**src/hw/rtl/tcm_pkg.sv**
```systemverilog
`timescale 1ns / 1ps
`default_nettype none
package tcm_pkg;

    localparam logic [1:0] FUNC_FEED    = 2'd0;
    localparam logic [1:0] FUNC_RAPID   = 2'd1;
    localparam logic [1:0] FUNC_RETRACT = 2'd2;

    localparam logic [1:0] KIND_FEED    = 2'd0;
    localparam logic [1:0] KIND_RAPID   = 2'd1;
    localparam logic [1:0] KIND_RETRACT = 2'd2;

    localparam logic [1:0] REG_MAX_ERROR      = 2'd0;
    localparam logic [1:0] REG_X_OFFSET       = 2'd1;
    localparam logic [1:0] REG_Y_OFFSET       = 2'd2;
    localparam logic [1:0] REG_RETRACT_HEIGHT = 2'd3;

    localparam logic [1:0] AXIS_X = 2'd0;
    localparam logic [1:0] AXIS_Y = 2'd1;
    localparam logic [1:0] AXIS_Z = 2'd2;

    localparam logic [15:0]        MAX_RUN           = 16'hFFFF;
    localparam logic signed [23:0] FIVE_MM           = 24'sd1280;
    localparam logic [15:0]        MAX_ERROR_RESET   = 16'd3;
    localparam logic signed [23:0] RETRACT_RESET     = 24'sd922;
    localparam logic signed [34:0] NEAR_LIMIT        = 35'sd65535;

    typedef struct packed {
        logic [1:0]        func;
        logic signed [23:0] pos_x;
        logic signed [23:0] pos_y;
        logic signed [23:0] pos_z;
    } in_item_t;

    typedef struct packed {
        logic [1:0]        move_kind;
        logic signed [23:0] out_x;
        logic signed [23:0] out_y;
        logic signed [23:0] out_z;
        logic              last;
    } out_item_t;

    typedef struct packed {
        logic       capture;
        logic       div_start;
        logic       diff;
        logic       sq_en;
        logic [1:0] sq_axis;
        logic       extend;
        logic       emit_pend;
        logic       pend_last;
        logic       emit_point;
        logic       start_run;
        logic       emit_rapid;
        logic       emit_retract;
    } tcm_cmd_t;

    typedef struct packed {
        logic [1:0] func;
        logic       run_nz;
        logic       run_max;
        logic       after_flush;
        logic       div_done;
        logic       fit;
        logic       out_free;
    } tcm_status_t;

    function automatic logic signed [23:0] sat24(input logic signed [34:0] v);
        if (v > 35'sd8388607)
            return 24'sh7FFFFF;
        else if (v < -35'sd8388608)
            return 24'sh800000;
        else
            return v[23:0];
    endfunction

    function automatic logic signed [31:0] sat32(input logic signed [34:0] v);
        if (v > 35'sd2147483647)
            return 32'sh7FFFFFFF;
        else if (v < -35'sd2147483648)
            return 32'sh80000000;
        else
            return v[31:0];
    endfunction

endpackage
`default_nettype wire

```
**src/hw/rtl/tcm_div.sv**
```systemverilog
`timescale 1ns / 1ps
`default_nettype none
module tcm_div (
    input  wire logic               clk,
    input  wire logic               rst_n,
    input  wire logic               start,
    input  wire logic signed [31:0] dividend,
    input  wire logic [15:0]        divisor,
    output logic                    done,
    output logic signed [31:0]      quotient
);
    logic        busy_reg;
    logic        done_reg;
    logic [4:0]  cnt_reg;
    logic [15:0] rem_reg;
    logic [31:0] quo_reg;
    logic        neg_reg;
    logic [16:0] trial;
    logic [31:0] mag;

    assign mag   = dividend[31] ? 32'(-dividend) : 32'(dividend);
    assign trial = {rem_reg, quo_reg[31]};

    always_ff @(posedge clk or negedge rst_n)
    begin
        if (!rst_n)
        begin
            busy_reg <= 1'b0;
            done_reg <= 1'b0;
            cnt_reg  <= '0;
        end
        else if (start)
        begin
            busy_reg <= 1'b1;
            done_reg <= 1'b0;
            cnt_reg  <= '0;
        end
        else if (busy_reg)
        begin
            cnt_reg <= cnt_reg + 5'd1;
            if (cnt_reg == 5'd31)
            begin
                busy_reg <= 1'b0;
                done_reg <= 1'b1;
            end
        end
    end

    always_ff @(posedge clk)
    begin
        if (start)
        begin
            quo_reg <= mag;
            rem_reg <= '0;
            neg_reg <= dividend[31];
        end
        else if (busy_reg)
        begin
            if (trial >= {1'b0, divisor})
            begin
                rem_reg <= 16'(trial - {1'b0, divisor});
                quo_reg <= {quo_reg[30:0], 1'b1};
            end
            else
            begin
                rem_reg <= trial[15:0];
                quo_reg <= {quo_reg[30:0], 1'b0};
            end
        end
    end

    assign done     = done_reg;
    assign quotient = neg_reg ? -$signed(quo_reg) : $signed(quo_reg);
endmodule
`default_nettype wire

```
**src/hw/rtl/tcm_ctrl.sv**
```systemverilog
`timescale 1ns / 1ps
`default_nettype none
module tcm_ctrl (
    input  wire logic                clk,
    input  wire logic                rst_n,
    input  wire logic                in_valid,
    output logic                     in_ready,
    input  wire tcm_pkg::tcm_status_t status,
    output tcm_pkg::tcm_cmd_t        cmd
);
    import tcm_pkg::*;

    typedef enum logic [11:0] {
        S_IDLE     = 12'b000000000001,
        S_DISPATCH = 12'b000000000010,
        S_DIV      = 12'b000000000100,
        S_DIFF     = 12'b000000001000,
        S_SQ_X     = 12'b000000010000,
        S_SQ_Y     = 12'b000000100000,
        S_SQ_Z     = 12'b000001000000,
        S_DECIDE   = 12'b000010000000,
        S_PEND     = 12'b000100000000,
        S_START    = 12'b001000000000,
        S_POINT    = 12'b010000000000,
        S_EMIT     = 12'b100000000000
    } state_t;

    state_t state_reg, state_next;

    always_ff @(posedge clk or negedge rst_n)
    begin
        if (!rst_n)
            state_reg <= S_IDLE;
        else
            state_reg <= state_next;
    end

    always_comb
    begin
        state_next = state_reg;
        cmd        = '0;
        in_ready   = 1'b0;
        case (state_reg)
            S_IDLE:
            begin
                in_ready = 1'b1;
                if (in_valid)
                begin
                    cmd.capture = 1'b1;
                    state_next  = S_DISPATCH;
                end
            end
            S_DISPATCH:
            begin
                if (status.func == FUNC_FEED)
                begin
                    if (status.run_nz && !status.run_max)
                    begin
                        cmd.div_start = 1'b1;
                        state_next    = S_DIV;
                    end
                    else if (status.run_nz)
                        state_next = S_PEND;
                    else if (status.after_flush)
                        state_next = S_POINT;
                    else
                        state_next = S_START;
                end
                else if (status.func == FUNC_RAPID || status.func == FUNC_RETRACT)
                    state_next = status.run_nz ? S_PEND : S_EMIT;
                else
                    state_next = S_IDLE;
            end
            S_DIV:
                if (status.div_done)
                    state_next = S_DIFF;
            S_DIFF:
            begin
                cmd.diff   = 1'b1;
                state_next = S_SQ_X;
            end
            S_SQ_X:
            begin
                cmd.sq_en   = 1'b1;
                cmd.sq_axis = AXIS_X;
                state_next  = S_SQ_Y;
            end
            S_SQ_Y:
            begin
                cmd.sq_en   = 1'b1;
                cmd.sq_axis = AXIS_Y;
                state_next  = S_SQ_Z;
            end
            S_SQ_Z:
            begin
                cmd.sq_en   = 1'b1;
                cmd.sq_axis = AXIS_Z;
                state_next  = S_DECIDE;
            end
            S_DECIDE:
            begin
                if (status.fit)
                begin
                    cmd.extend = 1'b1;
                    state_next = S_IDLE;
                end
                else
                    state_next = S_PEND;
            end
            S_PEND:
            begin
                if (status.out_free)
                begin
                    cmd.emit_pend = 1'b1;
                    cmd.pend_last = (status.func == FUNC_FEED) && !status.after_flush;
                    if (status.func != FUNC_FEED)
                        state_next = S_EMIT;
                    else if (status.after_flush)
                        state_next = S_POINT;
                    else
                        state_next = S_START;
                end
            end
            S_START:
            begin
                cmd.start_run = 1'b1;
                state_next    = S_IDLE;
            end
            S_POINT:
            begin
                if (status.out_free)
                begin
                    cmd.emit_point = 1'b1;
                    state_next     = S_IDLE;
                end
            end
            S_EMIT:
            begin
                if (status.out_free)
                begin
                    cmd.emit_rapid   = (status.func == FUNC_RAPID);
                    cmd.emit_retract = (status.func == FUNC_RETRACT);
                    state_next       = S_IDLE;
                end
            end
            default:
                state_next = S_IDLE;
        endcase
    end
endmodule
`default_nettype wire

```
**src/hw/rtl/tcm_dp.sv**
```systemverilog
`timescale 1ns / 1ps
`default_nettype none
module tcm_dp (
    input  wire logic                clk,
    input  wire logic                rst_n,
    input  wire tcm_pkg::in_item_t   in_item,
    input  wire logic                cfg_valid,
    input  wire logic [1:0]          cfg_index,
    input  wire logic [23:0]         cfg_data,
    input  wire logic                out_ready,
    output logic                     out_valid,
    output tcm_pkg::out_item_t       out_item,
    input  wire tcm_pkg::tcm_cmd_t   cmd,
    output tcm_pkg::tcm_status_t     status
);
    import tcm_pkg::*;

    logic [15:0]        max_error_reg;
    logic signed [23:0] x_offset_reg, y_offset_reg, retract_height_reg;

    logic signed [23:0] base_x_reg, base_y_reg, base_z_reg;
    logic signed [31:0] delta_x_reg, delta_y_reg, delta_z_reg;
    logic [15:0]        run_count_reg;
    logic               after_flush_reg;

    in_item_t           item_reg;
    logic               out_valid_reg;
    out_item_t          out_item_reg;

    logic [15:0]        mag_x_reg, mag_y_reg, mag_z_reg;
    logic               ok_reg;
    logic [33:0]        acc_reg;

    logic               done_x, done_y, done_z;
    logic signed [31:0] q_x, q_y, q_z;
    logic signed [34:0] ext_x, ext_y, ext_z;
    logic signed [34:0] dif_x, dif_y, dif_z;
    logic signed [23:0] pend_x, pend_y, pend_z;
    logic [15:0]        sq_mag;
    logic [31:0]        sq;
    logic [31:0]        lim;
    logic               emit_any;

    tcm_div u_div_x (.clk, .rst_n, .start(cmd.div_start), .dividend(delta_x_reg),
                     .divisor(run_count_reg), .done(done_x), .quotient(q_x));
    tcm_div u_div_y (.clk, .rst_n, .start(cmd.div_start), .dividend(delta_y_reg),
                     .divisor(run_count_reg), .done(done_y), .quotient(q_y));
    tcm_div u_div_z (.clk, .rst_n, .start(cmd.div_start), .dividend(delta_z_reg),
                     .divisor(run_count_reg), .done(done_z), .quotient(q_z));

    assign ext_x = 35'(delta_x_reg) + 35'(q_x);
    assign ext_y = 35'(delta_y_reg) + 35'(q_y);
    assign ext_z = 35'(delta_z_reg) + 35'(q_z);

    assign dif_x = 35'(base_x_reg) + ext_x - 35'(item_reg.pos_x);
    assign dif_y = 35'(base_y_reg) + ext_y - 35'(item_reg.pos_y);
    assign dif_z = 35'(base_z_reg) + ext_z - 35'(item_reg.pos_z);

    assign pend_x = sat24(35'(base_x_reg) + 35'(delta_x_reg));
    assign pend_y = sat24(35'(base_y_reg) + 35'(delta_y_reg));
    assign pend_z = sat24(35'(base_z_reg) + 35'(delta_z_reg));

    always_comb
    begin
        case (cmd.sq_axis)
            AXIS_X:  sq_mag = mag_x_reg;
            AXIS_Y:  sq_mag = mag_y_reg;
            AXIS_Z:  sq_mag = mag_z_reg;
            default: sq_mag = '0;
        endcase
    end

    assign sq  = sq_mag * sq_mag;
    assign lim = max_error_reg * max_error_reg;

    assign emit_any = cmd.emit_pend | cmd.emit_point | cmd.emit_rapid | cmd.emit_retract;

    always_ff @(posedge clk or negedge rst_n)
    begin
        if (!rst_n)
        begin
            max_error_reg      <= MAX_ERROR_RESET;
            x_offset_reg       <= '0;
            y_offset_reg       <= '0;
            retract_height_reg <= RETRACT_RESET;
        end
        else if (cfg_valid)
        begin
            case (cfg_index)
                REG_MAX_ERROR:      max_error_reg      <= cfg_data[15:0];
                REG_X_OFFSET:       x_offset_reg       <= cfg_data;
                REG_Y_OFFSET:       y_offset_reg       <= cfg_data;
                REG_RETRACT_HEIGHT: retract_height_reg <= cfg_data;
                default:            ;
            endcase
        end
    end

    // run state
    always_ff @(posedge clk or negedge rst_n)
    begin
        if (!rst_n)
        begin
            base_x_reg      <= '0;
            base_y_reg      <= '0;
            base_z_reg      <= '0;
            delta_x_reg     <= '0;
            delta_y_reg     <= '0;
            delta_z_reg     <= '0;
            run_count_reg   <= '0;
            after_flush_reg <= 1'b0;
        end
        else
        begin
            if (cmd.extend)
            begin
                delta_x_reg   <= sat32(ext_x);
                delta_y_reg   <= sat32(ext_y);
                delta_z_reg   <= sat32(ext_z);
                run_count_reg <= run_count_reg + 16'd1;
            end
            if (cmd.emit_pend)
            begin
                base_x_reg    <= pend_x;
                base_y_reg    <= pend_y;
                base_z_reg    <= pend_z;
                delta_x_reg   <= '0;
                delta_y_reg   <= '0;
                delta_z_reg   <= '0;
                run_count_reg <= '0;
            end
            if (cmd.emit_point)
            begin
                base_x_reg      <= item_reg.pos_x;
                base_y_reg      <= item_reg.pos_y;
                base_z_reg      <= item_reg.pos_z;
                delta_x_reg     <= '0;
                delta_y_reg     <= '0;
                delta_z_reg     <= '0;
                after_flush_reg <= 1'b0;
            end
            if (cmd.start_run)
            begin
                delta_x_reg   <= 32'(35'(item_reg.pos_x) - 35'(base_x_reg));
                delta_y_reg   <= 32'(35'(item_reg.pos_y) - 35'(base_y_reg));
                delta_z_reg   <= 32'(35'(item_reg.pos_z) - 35'(base_z_reg));
                run_count_reg <= 16'd1;
            end
            if (cmd.emit_rapid || cmd.emit_retract)
            begin
                delta_x_reg     <= '0;
                delta_y_reg     <= '0;
                delta_z_reg     <= '0;
                run_count_reg   <= '0;
                after_flush_reg <= 1'b1;
            end
            if (cmd.emit_rapid)
            begin
                base_x_reg <= item_reg.pos_x;
                base_y_reg <= item_reg.pos_y;
                base_z_reg <= item_reg.pos_z;
            end
            if (cmd.emit_retract)
                base_z_reg <= FIVE_MM;
        end
    end

    always_ff @(posedge clk)
    begin
        if (cmd.capture)
            item_reg <= in_item;
        if (cmd.diff)
        begin
            mag_x_reg <= dif_x[34] ? 16'(-dif_x) : dif_x[15:0];
            mag_y_reg <= dif_y[34] ? 16'(-dif_y) : dif_y[15:0];
            mag_z_reg <= dif_z[34] ? 16'(-dif_z) : dif_z[15:0];
            ok_reg    <= (dif_x <= NEAR_LIMIT) && (dif_x >= -NEAR_LIMIT) &&
                         (dif_y <= NEAR_LIMIT) && (dif_y >= -NEAR_LIMIT) &&
                         (dif_z <= NEAR_LIMIT) && (dif_z >= -NEAR_LIMIT);
        end
        if (cmd.sq_en)
            acc_reg <= ((cmd.sq_axis == AXIS_X) ? 34'd0 : acc_reg) + 34'(sq);
    end

    // output register
    always_ff @(posedge clk or negedge rst_n)
    begin
        if (!rst_n)
            out_valid_reg <= 1'b0;
        else if (emit_any)
            out_valid_reg <= 1'b1;
        else if (out_ready)
            out_valid_reg <= 1'b0;
    end

    always_ff @(posedge clk)
    begin
        if (cmd.emit_pend)
        begin
            out_item_reg.move_kind <= KIND_FEED;
            out_item_reg.out_x     <= sat24(35'(pend_x) + 35'(x_offset_reg));
            out_item_reg.out_y     <= sat24(35'(pend_y) + 35'(y_offset_reg));
            out_item_reg.out_z     <= pend_z;
            out_item_reg.last      <= cmd.pend_last;
        end
        else if (cmd.emit_point || cmd.emit_rapid)
        begin
            out_item_reg.move_kind <= cmd.emit_rapid ? KIND_RAPID : KIND_FEED;
            out_item_reg.out_x     <= sat24(35'(item_reg.pos_x) + 35'(x_offset_reg));
            out_item_reg.out_y     <= sat24(35'(item_reg.pos_y) + 35'(y_offset_reg));
            out_item_reg.out_z     <= item_reg.pos_z;
            out_item_reg.last      <= 1'b1;
        end
        else if (cmd.emit_retract)
        begin
            out_item_reg.move_kind <= KIND_RETRACT;
            out_item_reg.out_x     <= '0;
            out_item_reg.out_y     <= '0;
            out_item_reg.out_z     <= retract_height_reg;
            out_item_reg.last      <= 1'b1;
        end
    end

    assign out_valid = out_valid_reg;
    assign out_item  = out_item_reg;

    assign status.func        = item_reg.func;
    assign status.run_nz      = (run_count_reg != 16'd0);
    assign status.run_max     = (run_count_reg == MAX_RUN);
    assign status.after_flush = after_flush_reg;
    assign status.div_done    = done_x & done_y & done_z;
    assign status.fit         = ok_reg && (acc_reg < 34'(lim));
    assign status.out_free    = !out_valid_reg || out_ready;
endmodule
`default_nettype wire

```
**src/hw/rtl/toolpath_collinear_merger_core.sv**
```systemverilog
`timescale 1ns / 1ps
`default_nettype none
// Collinear toolpath point merger.
// in_*  : one point per transaction (func, pos_x/y/z). in_ready is high only
//         while the controller is idle, so one point is worked on at a time.
// out_* : zero, one or two moves per point; last marks the final one.
// cfg_* : register writes (index 0..3), always ready; write only when idle.
// Steps per point:
//   feed point extending a run: capture, dispatch, serial divide of the
//   three deltas by the run count, diff, three squaring steps, decide
//   feed point ending a run after the compare: the same steps, then the
//   pending move and a new run start or point, plus output stalls
//   first feed point of a run, rapid, retract, feed at the run length limit:
//   capture, dispatch, then the pending, start or emit states plus output stalls
// The serial divider takes most of the time for a merged point.
// A result sits in a single output register; the next point is accepted
// while the final result of the previous one is still waiting. When out_ready
// is low and a second result is due, the controller holds until the register
// frees.
// Reset clears the run state and loads register defaults (tolerance 3,
// offsets 0, retract height 922); the output register comes up empty.
module toolpath_collinear_merger_core (
    input  wire logic               clk,
    input  wire logic               rst_n,
    input  wire logic               in_valid,
    output logic                    in_ready,
    input  wire tcm_pkg::in_item_t  in_item,
    output logic                    out_valid,
    input  wire logic               out_ready,
    output tcm_pkg::out_item_t      out_item,
    input  wire logic               cfg_valid,
    output logic                    cfg_ready,
    input  wire logic [1:0]         cfg_index,
    input  wire logic [23:0]        cfg_data
);
    import tcm_pkg::*;

    tcm_cmd_t    cmd;
    tcm_status_t status;

    assign cfg_ready = 1'b1;

    tcm_ctrl u_ctrl (
        .clk,
        .rst_n,
        .in_valid,
        .in_ready,
        .status,
        .cmd
    );

    tcm_dp u_dp (
        .clk,
        .rst_n,
        .in_item,
        .cfg_valid,
        .cfg_index,
        .cfg_data,
        .out_ready,
        .out_valid,
        .out_item,
        .cmd,
        .status
    );
endmodule
`default_nettype wire

```
**config.mk**
```make
export PLATFORM = sky130hd
export DESIGN_NAME = toolpath_collinear_merger_core
export DESIGN_NICKNAME = d
export VERILOG_FILES = /design/src/hw/rtl/tcm_pkg.sv /design/src/hw/rtl/tcm_div.sv /design/src/hw/rtl/tcm_ctrl.sv /design/src/hw/rtl/tcm_dp.sv /design/src/hw/rtl/toolpath_collinear_merger_core.sv
export SDC_FILE = /design/constraint.sdc
export NUM_CORES = 2
export LEC_CHECK = 0
export BUFFER_PORTS_ARGS = -buffer_cell sky130_fd_sc_hd__buf_2
export CORE_MARGIN = 2
export CORE_UTILIZATION = 45
export CTS_CLUSTER_SIZE = 30
export DETAILED_ROUTE_END_ITERATION = 16
export PLACE_DENSITY = 0.7
export SLEW_MARGIN = 30
export SYNTH_ARGS = -nofsm -noshare
export SYNTH_HDL_FRONTEND = slang
export SYNTH_SLANG_ARGS = --single-unit
export TNS_END_PERCENT = 100
```
**constraint.sdc**
```tcl
create_clock -name clk -period 12.8 [get_ports clk]
set_input_delay 0.64 -clock clk [delete_from_list [all_inputs] [get_ports clk]]
set_output_delay 0.64 -clock clk [all_outputs]
set_load 0.1 [all_outputs]
```
==> flow_metrics.tcl <==
set metrics [dict create \
    cpMaxStageDelayCell "buf_4" \
    startpoint "u_dp.max_error_reg[4]" \
    dpl.hpwl_um 198000 \
    post-route-drc-count 0 \
    r2r_setup_slack_ns 2.07 \
    cp.buffers_inverters 5 \
    synth_ff_type "edfxtp_1" \
    r2r-start "u_dp.max_error_reg[4]" \
    clk_pin_slew_worst_paths_ns 0.06 \
    cp_max_fo 65 \
    drtAntennaViolNets 0 \
    grt_max_degree 115 \
    nNetsFinal 10405 \
    area_delta_synth_final_pct 8.71 \
    grt_pass1_vias 66883 \
    drt_pre_antenna_iters 6 \
    drtIter0Drc 5732 \
    place_area_mm2 0.0814 \
    die_w_um 420 \
    synthSimpleGateAreaFrac 0.159 \
    rr_endpoint "u_dp.delta_z_reg[29]" \
    cap_violations 0 \
    avgSynthCellArea_um2 8.71 \
    synth_mux_area_frac 0.0186 \
    routed_via_density 5.99 \
    finClkSkew_ns 0.0626 \
    max_slew_margin 0.287 \
    start_kind "flop" \
    clock_latency_ns 0.75 \
    cp_top_family "compound AO/OA/AOI/OAI gates" \
    whs_path_depth 1 \
    clockBufferDepth 3 \
    wl_um 250000 \
    cp.required_ns 13.41 \
    end_kind "flop" \
    hp-class "in2reg" \
    dieArea_mm2 0.176 \
    worstRegToRegCells 36 \
    fin_crit_sh 0.838 \
    htree_levels 3 \
    die_h_um 420 \
    core_area_mm2 0.172 \
    ys_types 106 \
    fmax_mhz 93.2 \
    syn_inst 8932 \
    fin_tns_setup_ns 0 \
    vias 68507 \
    synth_top_family_by_area "adder cells" \
    async_flop_share 0.448 \
    final_cell_mix "873 x ha_1, 818 x inv_1, 691 x nand2_1" \
    path_class "reg2reg" \
    final_common_cell "ha_1" \
    maxSlewViolCount 0 \
    clock-sinks 686 \
    synth_adder_area_share 0.239 \
    synth-compound-area-share 0.205 \
    max_stage_delay_ns 0.70 \
    synthesis.area_mm2 0.0778 \
    cts_tree "done" \
    finalHoldViolCount 0 \
    std_cell_rows 152 \
    critPathArrivalTime_ns 11.33 \
    min_from "in_item[72]" \
    post_drt_wl_per_cell_um 21.8 \
    yosysSeqAreaShare 0.239 \
    place_congestion 0.976 \
    synth-seq-cells 686 \
    rsz0062_at_grt "false" \
    postCtsSetupBuffers 0 \
    grt_pass1_wl_um 386000 \
    overflow 0 \
    top_level_ports 183 \
    largest_reg_flops 75 \
    start_util 0.453 \
    worst_pin_slew_ns 1.06 \
    drive_gt1_frac 0.0709 \
    finalSetupViolCount 0 \
    finalInstanceArea_mm2 0.0846 \
    n_fill_cell 16145 \
    antenna_found_initial 10 \
    synth-edff-count 329 \
    hold_end "u_dp.status[6]" \
    postSynthNetCount 10291 \
    cp_common_cell "fa_1" \
    fin_crit_ns 10.73 \
    port_buffers 181 \
    cts_root_buffer "clkbuf_16" \
    grt_use_total 0.280 \
    synth-xor-area-share 0.0874 \
    yosys_warnings 0 \
    cts_made_buffers 86 \
    status "completed" \
]
[layout make-up]
| type | count | area (um^2) | share of cell area |
|---|---|---|---|
| inverter | 831 | 3120 | 0.0369 |
| sequential | 686 | 18600 | 0.220 |
| antenna | 13 | 32.5 | 0.000385 |
| clock inverter | 57 | 738 | 0.00873 |
| multi-input combinational | 7174 | 55300 | 0.654 |
| timing repair buffer | 267 | 1590 | 0.0188 |
| clock buffer | 105 | 2360 | 0.0279 |
| tap | 2310 | 2890 | 0.0342 |
[routing by layer]
layer | vias to the layer above | wire (um) | global-route usage
li1 | 32124 | - | -
met1 | 33223 | 102000 | 0.356
met2 | 2552 | 114000 | 0.453
met3 | 600 | 17500 | 0.0423
met4 | 8 | 16400 | 0.164
met5 | - | 54 | 0
[synthesized netlist by cell type, types with 118 or more instances]
cell / number / share of area
clkbuf_1: 214 / 0.010
nor2b_1: 118 / 0.0095
nor3_1: 171 / 0.011
ha_1: 873 / 0.14
nand2_1: 694 / 0.033
a21oi_1: 589 / 0.038
nand2b_1: 133 / 0.011
and2_1: 125 / 0.010
a21o_1: 262 / 0.025
edfxtp_1: 329 / 0.13
dfrtp_1: 298 / 0.096
xnor2_1: 468 / 0.053
fa_1: 381 / 0.098
xor2_1: 308 / 0.035
nand3_1: 151 / 0.0097
nor2_1: 681 / 0.033
o21ai_0: 646 / 0.042
inv_1: 819 / 0.040
[worst max path at each step]
stage / slack (ns) / cells past startpoint / end
after floorplan: 3.18 / 39 / u_dp.delta_x_reg[19]
final: 2.07 / 36 / u_dp.delta_z_reg[29]
after CTS: 2.08 / 36 / u_dp.delta_z_reg[29]
after global routing: 1.32 / 36 / u_dp.delta_z_reg[29]
after detailed placement: 2.08 / 36 / u_dp.delta_z_reg[29]
after global placement: 2.21 / 36 / u_dp.delta_z_reg[28]
[cells by family after synthesis]
family	Yosys count
XOR/XNOR	776
AO/OA/AOI/OAI	2460
other	1
adder cells (fa/ha/maj)	1256
flip-flops	686
buffers and inverters	1072
AND/OR/NAND/NOR	2547
multiplexers	134
[stage by stage]
step	worst slack (ns)	utilization	hold WS [ns]	instances
2_1_floorplan	3.18	-	0.344	8932
3_3_place_gp	2.21	0.474	0.436	11263
3_5_place_dp	2.08	0.474	0.452	11264
4_1_cts	2.08	0.492	0.0141	11427
5_1_grt	1.32	0.492	0.0361	11430
6_report	2.07	0.492	0.0587	11443
[what timing repair did]
item                      CTS  global route
resized for setup           0             0
hold endpoints to repair   70             0
hold buffers                1             0
Power is left out: the tool's default activity adds up to more than one toggle a clock period on the data nets, which glitch-free logic cannot reach.
